==> config.mk <==
export PLATFORM = sky130hd
export DESIGN_NAME = daisy_chain_rgb_pwm_node_flat
export DESIGN_NICKNAME = d
export VERILOG_FILES = /design/src/rtl/dcrgb_pkg.sv /design/src/rtl/dcrgb_intf.sv /design/src/rtl/dcrgb_in_stage.sv /design/src/rtl/dcrgb_core.sv /design/src/rtl/daisy_chain_rgb_pwm_node.sv /design/src/flat_wrapper.sv
export SDC_FILE = /design/constraint.sdc
export NUM_CORES = 1
export LEC_CHECK = 0
export ABC_AREA = 0
export BUFFER_PORTS_ARGS = -buffer_cell sky130_fd_sc_hd__buf_2
export CORE_ASPECT_RATIO = 1.75
export CORE_MARGIN = 4
export CORE_UTILIZATION = 55
export DETAILED_ROUTE_END_ITERATION = 8
export GPL_ROUTABILITY_DRIVEN = 0
export PLACE_DENSITY = 0.83
export SLEW_MARGIN = 20
export SYNTH_ARGS = -nofsm -noshare
export SYNTH_HDL_FRONTEND = slang
export SYNTH_SLANG_ARGS = --single-unit
==> constraint.sdc <==
create_clock -name clk_i -period 4.43 [get_ports clk_i]
set_clock_uncertainty 0.15 [all_clocks]
set_input_delay 0.2215 -clock clk_i [delete_from_list [all_inputs] [get_ports clk_i]]
set_output_delay 0.2215 -clock clk_i [all_outputs]
set_load 0.02 [all_outputs]
==> src/rtl/dcrgb_pkg.sv <==
`timescale 1ns / 1ps
package dcrgb_pkg;

  localparam int unsigned NumColors = 3;

  localparam logic [7:0] LenMinForward = 8'd6;
  localparam logic [7:0] LenTrim       = 8'd3;
  localparam logic [7:0] PeriodReset   = 8'd255;
  localparam logic [7:0] ByteZero      = 8'h00;

  // Duty byte positions inside a packet
  localparam logic [7:0] PosRed   = 8'd1;
  localparam logic [7:0] PosGreen = 8'd2;
  localparam logic [7:0] PosBlue  = 8'd3;

  typedef enum logic {
    CmdByte = 1'b0,
    CmdTick = 1'b1
  } cmd_e;

  typedef struct packed {
    cmd_e       cmd;
    logic [7:0] rx_byte;
  } item_t;

  typedef struct packed {
    logic                 tx_valid;
    logic [7:0]           tx_byte;
    logic [NumColors-1:0] levels;
  } result_t;

endpackage

==> src/rtl/dcrgb_intf.sv <==
`timescale 1ns / 1ps
// Request channel into the node.
interface dcrgb_in_if;
  logic       valid;
  logic       ready;
  logic [0:0] cmd;
  logic [7:0] rx_byte;

  modport source (output valid, cmd, rx_byte, input ready);
  modport sink   (input valid, cmd, rx_byte, output ready);
endinterface

// Result channel out of the node.
interface dcrgb_out_if;
  logic       valid;
  logic       ready;
  logic       tx_valid;
  logic [7:0] tx_byte;
  logic       red_level;
  logic       green_level;
  logic       blue_level;

  modport source (output valid, tx_valid, tx_byte, red_level, green_level, blue_level,
                  input ready);
  modport sink   (input valid, tx_valid, tx_byte, red_level, green_level, blue_level,
                  output ready);
endinterface

==> src/rtl/dcrgb_in_stage.sv <==
`timescale 1ns / 1ps
module dcrgb_in_stage (
  input  logic            clk_i,
  input  logic            rst_ni,
  input  logic            advance_i,
  dcrgb_in_if.sink        req,
  output logic            valid_o,
  output dcrgb_pkg::item_t item_o
);
  import dcrgb_pkg::*;

  logic  valid_q;
  item_t item_q;

  // Take a new request when the stage is empty or the held one moves on this cycle.
  assign req.ready = !valid_q || advance_i;

  always_ff @(posedge clk_i or negedge rst_ni) begin
    if (!rst_ni) begin
      valid_q <= 1'b0;
    end else if (req.ready) begin
      valid_q <= req.valid;
    end
  end

  always_ff @(posedge clk_i) begin
    if (req.ready && req.valid) begin
      item_q.cmd     <= cmd_e'(req.cmd);
      item_q.rx_byte <= req.rx_byte;
    end
  end

  assign valid_o = valid_q;
  assign item_o  = item_q;

endmodule

==> src/rtl/dcrgb_core.sv <==
`timescale 1ns / 1ps
module dcrgb_core (
  input  logic             clk_i,
  input  logic             rst_ni,
  input  logic             cfg_we_i,
  input  logic [7:0]       cfg_wdata_i,
  input  logic             item_valid_i,
  input  dcrgb_pkg::item_t item_i,
  output logic             advance_o,
  dcrgb_out_if.source      rsp
);
  import dcrgb_pkg::*;

  logic [7:0]           period_q;
  logic [7:0]           packet_size_q, packet_size_d;
  logic [7:0]           bytes_left_q, bytes_left_d;
  logic [7:0]           duty_q [NumColors];
  logic [7:0]           duty_d [NumColors];
  logic [7:0]           counter_q, counter_d;
  logic [NumColors-1:0] levels_q, levels_d;
  logic                 out_valid_q;
  result_t              res_q, res_d;

  logic       fire;
  logic [7:0] pos;
  logic [7:0] b;
  logic       is_duty;
  logic       is_start;

  assign advance_o = !out_valid_q || rsp.ready;
  assign fire      = item_valid_i && advance_o;

  assign b        = item_i.rx_byte;
  assign pos      = packet_size_q - bytes_left_q;
  assign is_duty  = (pos == PosRed) || (pos == PosGreen) || (pos == PosBlue);
  // A new length byte: idle between packets, or a short packet's spare byte.
  assign is_start = (bytes_left_q == ByteZero) ||
                    (!is_duty && (packet_size_q < LenMinForward));

  always_comb begin
    packet_size_d = packet_size_q;
    bytes_left_d  = bytes_left_q;
    counter_d     = counter_q;
    levels_d      = levels_q;
    for (int i = 0; i < NumColors; i++) begin
      duty_d[i] = duty_q[i];
    end
    res_d.tx_valid = 1'b0;
    res_d.tx_byte  = ByteZero;

    case (item_i.cmd)
      CmdByte: begin
        if (is_start) begin
          packet_size_d  = b + 8'd1;
          bytes_left_d   = b;
          res_d.tx_valid = 1'b1;
          res_d.tx_byte  = (b >= LenMinForward) ? b - LenTrim : ByteZero;
        end else begin
          bytes_left_d = bytes_left_q - 8'd1;
          if (pos == PosRed) begin
            duty_d[0] = b;
          end else if (pos == PosGreen) begin
            duty_d[1] = b;
          end else if (pos == PosBlue) begin
            duty_d[2] = b;
          end else begin
            res_d.tx_valid = 1'b1;
            res_d.tx_byte  = b;
          end
        end
      end
      CmdTick: begin
        counter_d = (counter_q >= period_q) ? ByteZero : counter_q + 8'd1;
        for (int i = 0; i < NumColors; i++) begin
          if (counter_d == period_q) begin
            levels_d[i] = 1'b0;
          end else if (counter_d == duty_q[i]) begin
            levels_d[i] = 1'b1;
          end
        end
      end
      default: begin
      end
    endcase
    res_d.levels = levels_d;
  end

  always_ff @(posedge clk_i or negedge rst_ni) begin
    if (!rst_ni) begin
      period_q      <= PeriodReset;
      packet_size_q <= ByteZero;
      bytes_left_q  <= ByteZero;
      counter_q     <= ByteZero;
      levels_q      <= '0;
      out_valid_q   <= 1'b0;
      for (int i = 0; i < NumColors; i++) begin
        duty_q[i] <= ByteZero;
      end
    end else begin
      if (cfg_we_i) begin
        period_q <= cfg_wdata_i;
      end
      if (advance_o) begin
        out_valid_q <= item_valid_i;
      end
      if (fire) begin
        packet_size_q <= packet_size_d;
        bytes_left_q  <= bytes_left_d;
        counter_q     <= counter_d;
        levels_q      <= levels_d;
        for (int i = 0; i < NumColors; i++) begin
          duty_q[i] <= duty_d[i];
        end
      end
    end
  end

  always_ff @(posedge clk_i) begin
    if (fire) begin
      res_q <= res_d;
    end
  end

  assign rsp.valid       = out_valid_q;
  assign rsp.tx_valid    = res_q.tx_valid;
  assign rsp.tx_byte     = res_q.tx_byte;
  assign rsp.red_level   = res_q.levels[0];
  assign rsp.green_level = res_q.levels[1];
  assign rsp.blue_level  = res_q.levels[2];

endmodule

==> src/rtl/daisy_chain_rgb_pwm_node.sv <==
`timescale 1ns / 1ps
// A request passes through the input register, then the result register.
// Throughput: 1 request per cycle; only a stalled result port slows intake.
// The pace is set by the result register handshake: the input register moves
// forward whenever the result register is empty or being taken.
// Reset (async, active low): period 255, duties, counter, packet state, levels 0.
module daisy_chain_rgb_pwm_node (
  input  logic        clk_i,
  input  logic        rst_ni,
  input  logic        cfg_we_i,     // PWM period write
  input  logic [7:0]  cfg_wdata_i,
  dcrgb_in_if.sink    req_i,        // serial byte or PWM tick
  dcrgb_out_if.source rsp_o         // forwarded byte and color levels
);
  import dcrgb_pkg::*;

  logic  item_valid;
  item_t item;
  logic  advance;

  // Stage 1: registers the request (cmd and byte).
  dcrgb_in_stage u_in_stage (
    .clk_i     (clk_i),
    .rst_ni    (rst_ni),
    .advance_i (advance),
    .req       (req_i),
    .valid_o   (item_valid),
    .item_o    (item)
  );

  // Stage 2: packet parser and PWM update in one pass, with the node state
  // (packet size, bytes left, duties, counter, levels) updated as the
  // result is loaded into the output register.
  dcrgb_core u_core (
    .clk_i        (clk_i),
    .rst_ni       (rst_ni),
    .cfg_we_i     (cfg_we_i),
    .cfg_wdata_i  (cfg_wdata_i),
    .item_valid_i (item_valid),
    .item_i       (item),
    .advance_o    (advance),
    .rsp          (rsp_o)
  );

endmodule

==> src/flat_wrapper.sv <==
// flat-port wrapper written by rule: the top's interface ports become plain ports
module daisy_chain_rgb_pwm_node_flat import dcrgb_pkg::*;
  (clk_i, rst_ni, cfg_we_i, cfg_wdata_i, req_i_valid, req_i_cmd, req_i_rx_byte, req_i_ready, rsp_o_valid, rsp_o_tx_valid, rsp_o_tx_byte, rsp_o_red_level, rsp_o_green_level, rsp_o_blue_level, rsp_o_ready);
  dcrgb_in_if req_i_i ();
  dcrgb_out_if rsp_o_i ();
  input  logic clk_i;
  input  logic rst_ni;
  input  logic cfg_we_i;
  input  logic [7:0] cfg_wdata_i;
  input wire logic [$bits(req_i_i.valid)-1:0] req_i_valid;
  input wire logic [$bits(req_i_i.cmd)-1:0] req_i_cmd;
  input wire logic [$bits(req_i_i.rx_byte)-1:0] req_i_rx_byte;
  output wire logic [$bits(req_i_i.ready)-1:0] req_i_ready;
  output wire logic [$bits(rsp_o_i.valid)-1:0] rsp_o_valid;
  output wire logic [$bits(rsp_o_i.tx_valid)-1:0] rsp_o_tx_valid;
  output wire logic [$bits(rsp_o_i.tx_byte)-1:0] rsp_o_tx_byte;
  output wire logic [$bits(rsp_o_i.red_level)-1:0] rsp_o_red_level;
  output wire logic [$bits(rsp_o_i.green_level)-1:0] rsp_o_green_level;
  output wire logic [$bits(rsp_o_i.blue_level)-1:0] rsp_o_blue_level;
  input wire logic [$bits(rsp_o_i.ready)-1:0] rsp_o_ready;
  assign req_i_i.valid = req_i_valid;
  assign req_i_i.cmd = req_i_cmd;
  assign req_i_i.rx_byte = req_i_rx_byte;
  assign req_i_ready = req_i_i.ready;
  assign rsp_o_valid = rsp_o_i.valid;
  assign rsp_o_tx_valid = rsp_o_i.tx_valid;
  assign rsp_o_tx_byte = rsp_o_i.tx_byte;
  assign rsp_o_red_level = rsp_o_i.red_level;
  assign rsp_o_green_level = rsp_o_i.green_level;
  assign rsp_o_blue_level = rsp_o_i.blue_level;
  assign rsp_o_i.ready = rsp_o_ready;
  daisy_chain_rgb_pwm_node u_core (.clk_i(clk_i), .rst_ni(rst_ni), .cfg_we_i(cfg_we_i), .cfg_wdata_i(cfg_wdata_i), .req_i(req_i_i), .rsp_o(rsp_o_i));
endmodule
==> flow_summary.yaml <==
clock_network:
  h-tree-depth: 3
  cts_buffer_depth: 2
  clk_latency_ps: 350
  clk_transition_reported_paths_ps: 70
  clock_sinks: 82
  numCtsBuffers: 9
  clock_tree.root_cell: "clkbuf_16"
  cts_tree: "yes"
timing:
  hold_viol: 0
  period_share_pct: 87.2
  finalSetupTns_ps: 0
  hold_slack_ps: 54.1
  max_freq_mhz: 259
  setup_viol: 0
  slew_headroom_pct: 46.6
  rsz0062_at_grt: "no"
  worstMarginPinSlew_ps: 800
  drv_slew: 0
  period_needed_ps: 3860
global_routing:
  met1_usage_pct: 27.5
  antenna_found_initial: 1
  grt_busiest_layer: "met2"
  grtUsageMet3_pct: 4.86
  grt_max_degree: 62
  use_met2_pct: 45.3
  grt_overflow: 0
  grt.total_usage_pct: 26.2
  grt_pass1_wl_um: 21900
  first_global_vias: 4639
floorplanning:
  fp.dieH_um: 136
  dieWidth_um: 81.0
  die_area_sq_um: 11000
  ioPinCount: 36
  fp-row-count: 46
  initial_core_util_pct: 56.4
  core_area_sq_um: 9090
synthesis:
  netlist_instances: 542
  synth.area.top_cells: "dfrtp_1 26%, edfxtp_1 12%, ha_1 5.1%"
  yosysTopAreaCell: "dfrtp_1"
  synth_most_common_cell: "dfrtp_1"
  syn_area_sq_um: 5130
  syn-mean-instance-area_sq_um: 9.46
  ys_seq_area_share_pct: 42.3
  synth_ff_type: "dfrtp_1"
  synth_top_area_share_pct: 25.9
  synth-edff-count: 21
  syn_nets: 586
  synth.cells.most_frequent: "53 x dfrtp_1, 44 x a21oi_1, 42 x nor2_1"
  yosys_warnings: 0
  ys_seq_elements: 82
  async_flop_share_pct: 74.4
  ys_types: 65
placed_design:
  place_area_sq_um: 5380
  io_buffers: 35
  hpwl_um: 9350
  dpl.cell_count: 674
cells_and_area:
  final_util_pct: 65.0
  fin_area_sq_um: 5910
  multi_input_area_sq_um: 2750
  stdcell_count: 710
  fillers: 722
  synthToLayoutAreaGrowth_pct: 15.2
  drive_gt1_share_pct: 17.1
  regArea_sq_um: 2170
  nets: 628
critical_path:
  endpoint_kind: "flip-flop"
  path_class: "flip-flop to flip-flop"
  cp_top_family: "simple AND/OR/NAND/NOR gates"
  slowest_stage: "or3b_1"
  cp_cell_sequence: "ha_1, fa_1, or4b_1, o31ai_1, nor3_1, a311oi_2, and2_2, nand3_2, or3b_1, mux2_4"
  max_stage_delay_ps: 630
  cp.required_ps: 4510
  worst-path-max-fanout: 8
  cp_num_buf_inv: 0
  start_kind: "flip-flop"
  crit_arrival_ps: 3940
run_status:
  outcome: "completed"
route:
  routed_wl_um: 13700
  first_iter_violations: 279
  wl_per_cell_um: 19.3
  ant_nets: 0
  num_vias: 4561
  vias_per_cell: 6.42
  drcViolationCount: 0
  dr.pass1.iters: 6
worst_hold_path:
  hp-class: "input pin to flip-flop"
power:
  irDropWorstVdd_mv: 0.490
  power_density_nw_per_um2: 653
  p_leak_nw: 2.55
job:
  drv_cap: 0
-- metrics by stage --
| stage | setup slack, ps | power (W) |
|---|---|---|
| final | 567 | 0.00386 |
| after global routing | 364 | 0.00410 |
| after CTS | 578 | 0.00382 |
| after detailed placement | 587 | 0.00296 |
| after global placement | 768 | 0.00284 |
| after floorplan | 1000 | 0.00252 |
-- power breakdown --
group	switching (W)	total [W]	internal, W
logic	0.000975	0.00172	0.000741
registers	0.000292	0.00131	0.00102
clock network	0.000332	0.000836	0.000503
total	0.00160	0.00386	0.00226
-- logic make-up (layout without fill, tap and decap cells) --
| logic type | count (synthesis) | count (layout) | share of synthesized area [%] |
|---|---|---|---|
| compound gates | 136 | 136 | 16.4 |
| xor+xnor | 33 | 33 | 5.90 |
| fa+ha+maj | 22 | 22 | 5.51 |
| buf+inv | 54 | 101 | 4.24 |
| flops | 82 | 82 | 42.3 |
| mux | 29 | 29 | 6.86 |
| other cells | 0 | 1 | 0 |
| simple gates | 186 | 186 | 18.9 |
-- repair_timing --
action | CTS | global route
buffers inserted | 0 | 0
resized for setup | 0 | 0
endpoints found under the hold margin | 71 | 0
hold buffers | 19 | 0
-- registers in the layout, indices dropped and copies added (netlist names), 3 cells and up --
name / flops
u_core.u_core.counter_q: 8
u_core.u_core.period_q: 8
u_core.u_core.rsp.tx_byte: 8
u_core.u_in_stage.item_o: 9
u_core.u_core.packet_size_q: 8
u_core.u_core.bytes_left_q: 8
u_core.u_core.duty_q: 24
u_core.u_core.levels_q: 3
-- worst paths after layout --
kind,startpoint,endpoint,slack [ps],cells past startpoint
worst min register to register,u_core.u_core.period_q[5],u_core.u_core.period_q[5],390,2
worst max register to register,u_core.u_core.bytes_left_q[0],u_core.u_core.duty_q[21],570,10
max in group asynchronous,rst_ni,u_core.u_in_stage.valid_o,3170,3
worst max-delay path,u_core.u_core.bytes_left_q[0],u_core.u_core.duty_q[21],570,10
worst min-delay path,cfg_we_i,u_core.u_core.period_q[6],50,3
min in group asynchronous,rst_ni,u_core.u_core.counter_q[2],430,3
-- layer usage --
| metal | vias up | part of all wire [%] |
|---|---|---|
| met5 | - | 0 |
| met4 | 0 | 7.2 |
| met3 | 83 | 6.0 |
| met2 | 260 | 52 |
| met1 | 2148 | 35 |
| li1 | 2070 | - |
-- cell type report --
type / instances / area share (%)
repair buffers: 60 / 6.94
clock inverters: 7 / 1.86
clock buffers: 9 / 3.81
well taps: 120 / 2.54
diodes: 1 / 0.0423
flip-flops and latches: 82 / 36.7
inverters: 25 / 1.59
multi-input cells: 406 / 46.5
-- tightest hold or removal path, stage by stage --
cell and delay (ps):
buf_2 180, nand2_1 80, o21ai_0 70
-- layout by cell type (no fill, tap or decap), types with 8 or more instances in the layout --
cell type,n
and3_1,9
nor2_1,42
buf_2,35
mux2_2,17
xor2_1,14
inv_1,25
edfxtp_1,21
clkbuf_16,9
nand2_1,39
nor4_1,8
a21oi_1,44
nand2b_1,10
mux2_4,8
dfstp_2,8
nor3_1,13
dfrtp_1,53
ha_1,21
dlygate4sd3_1,19
nand3_1,18
o21ai_0,38
nand4_1,10
xnor2_1,18
Note: power is estimated with default switching activity, not from simulation.
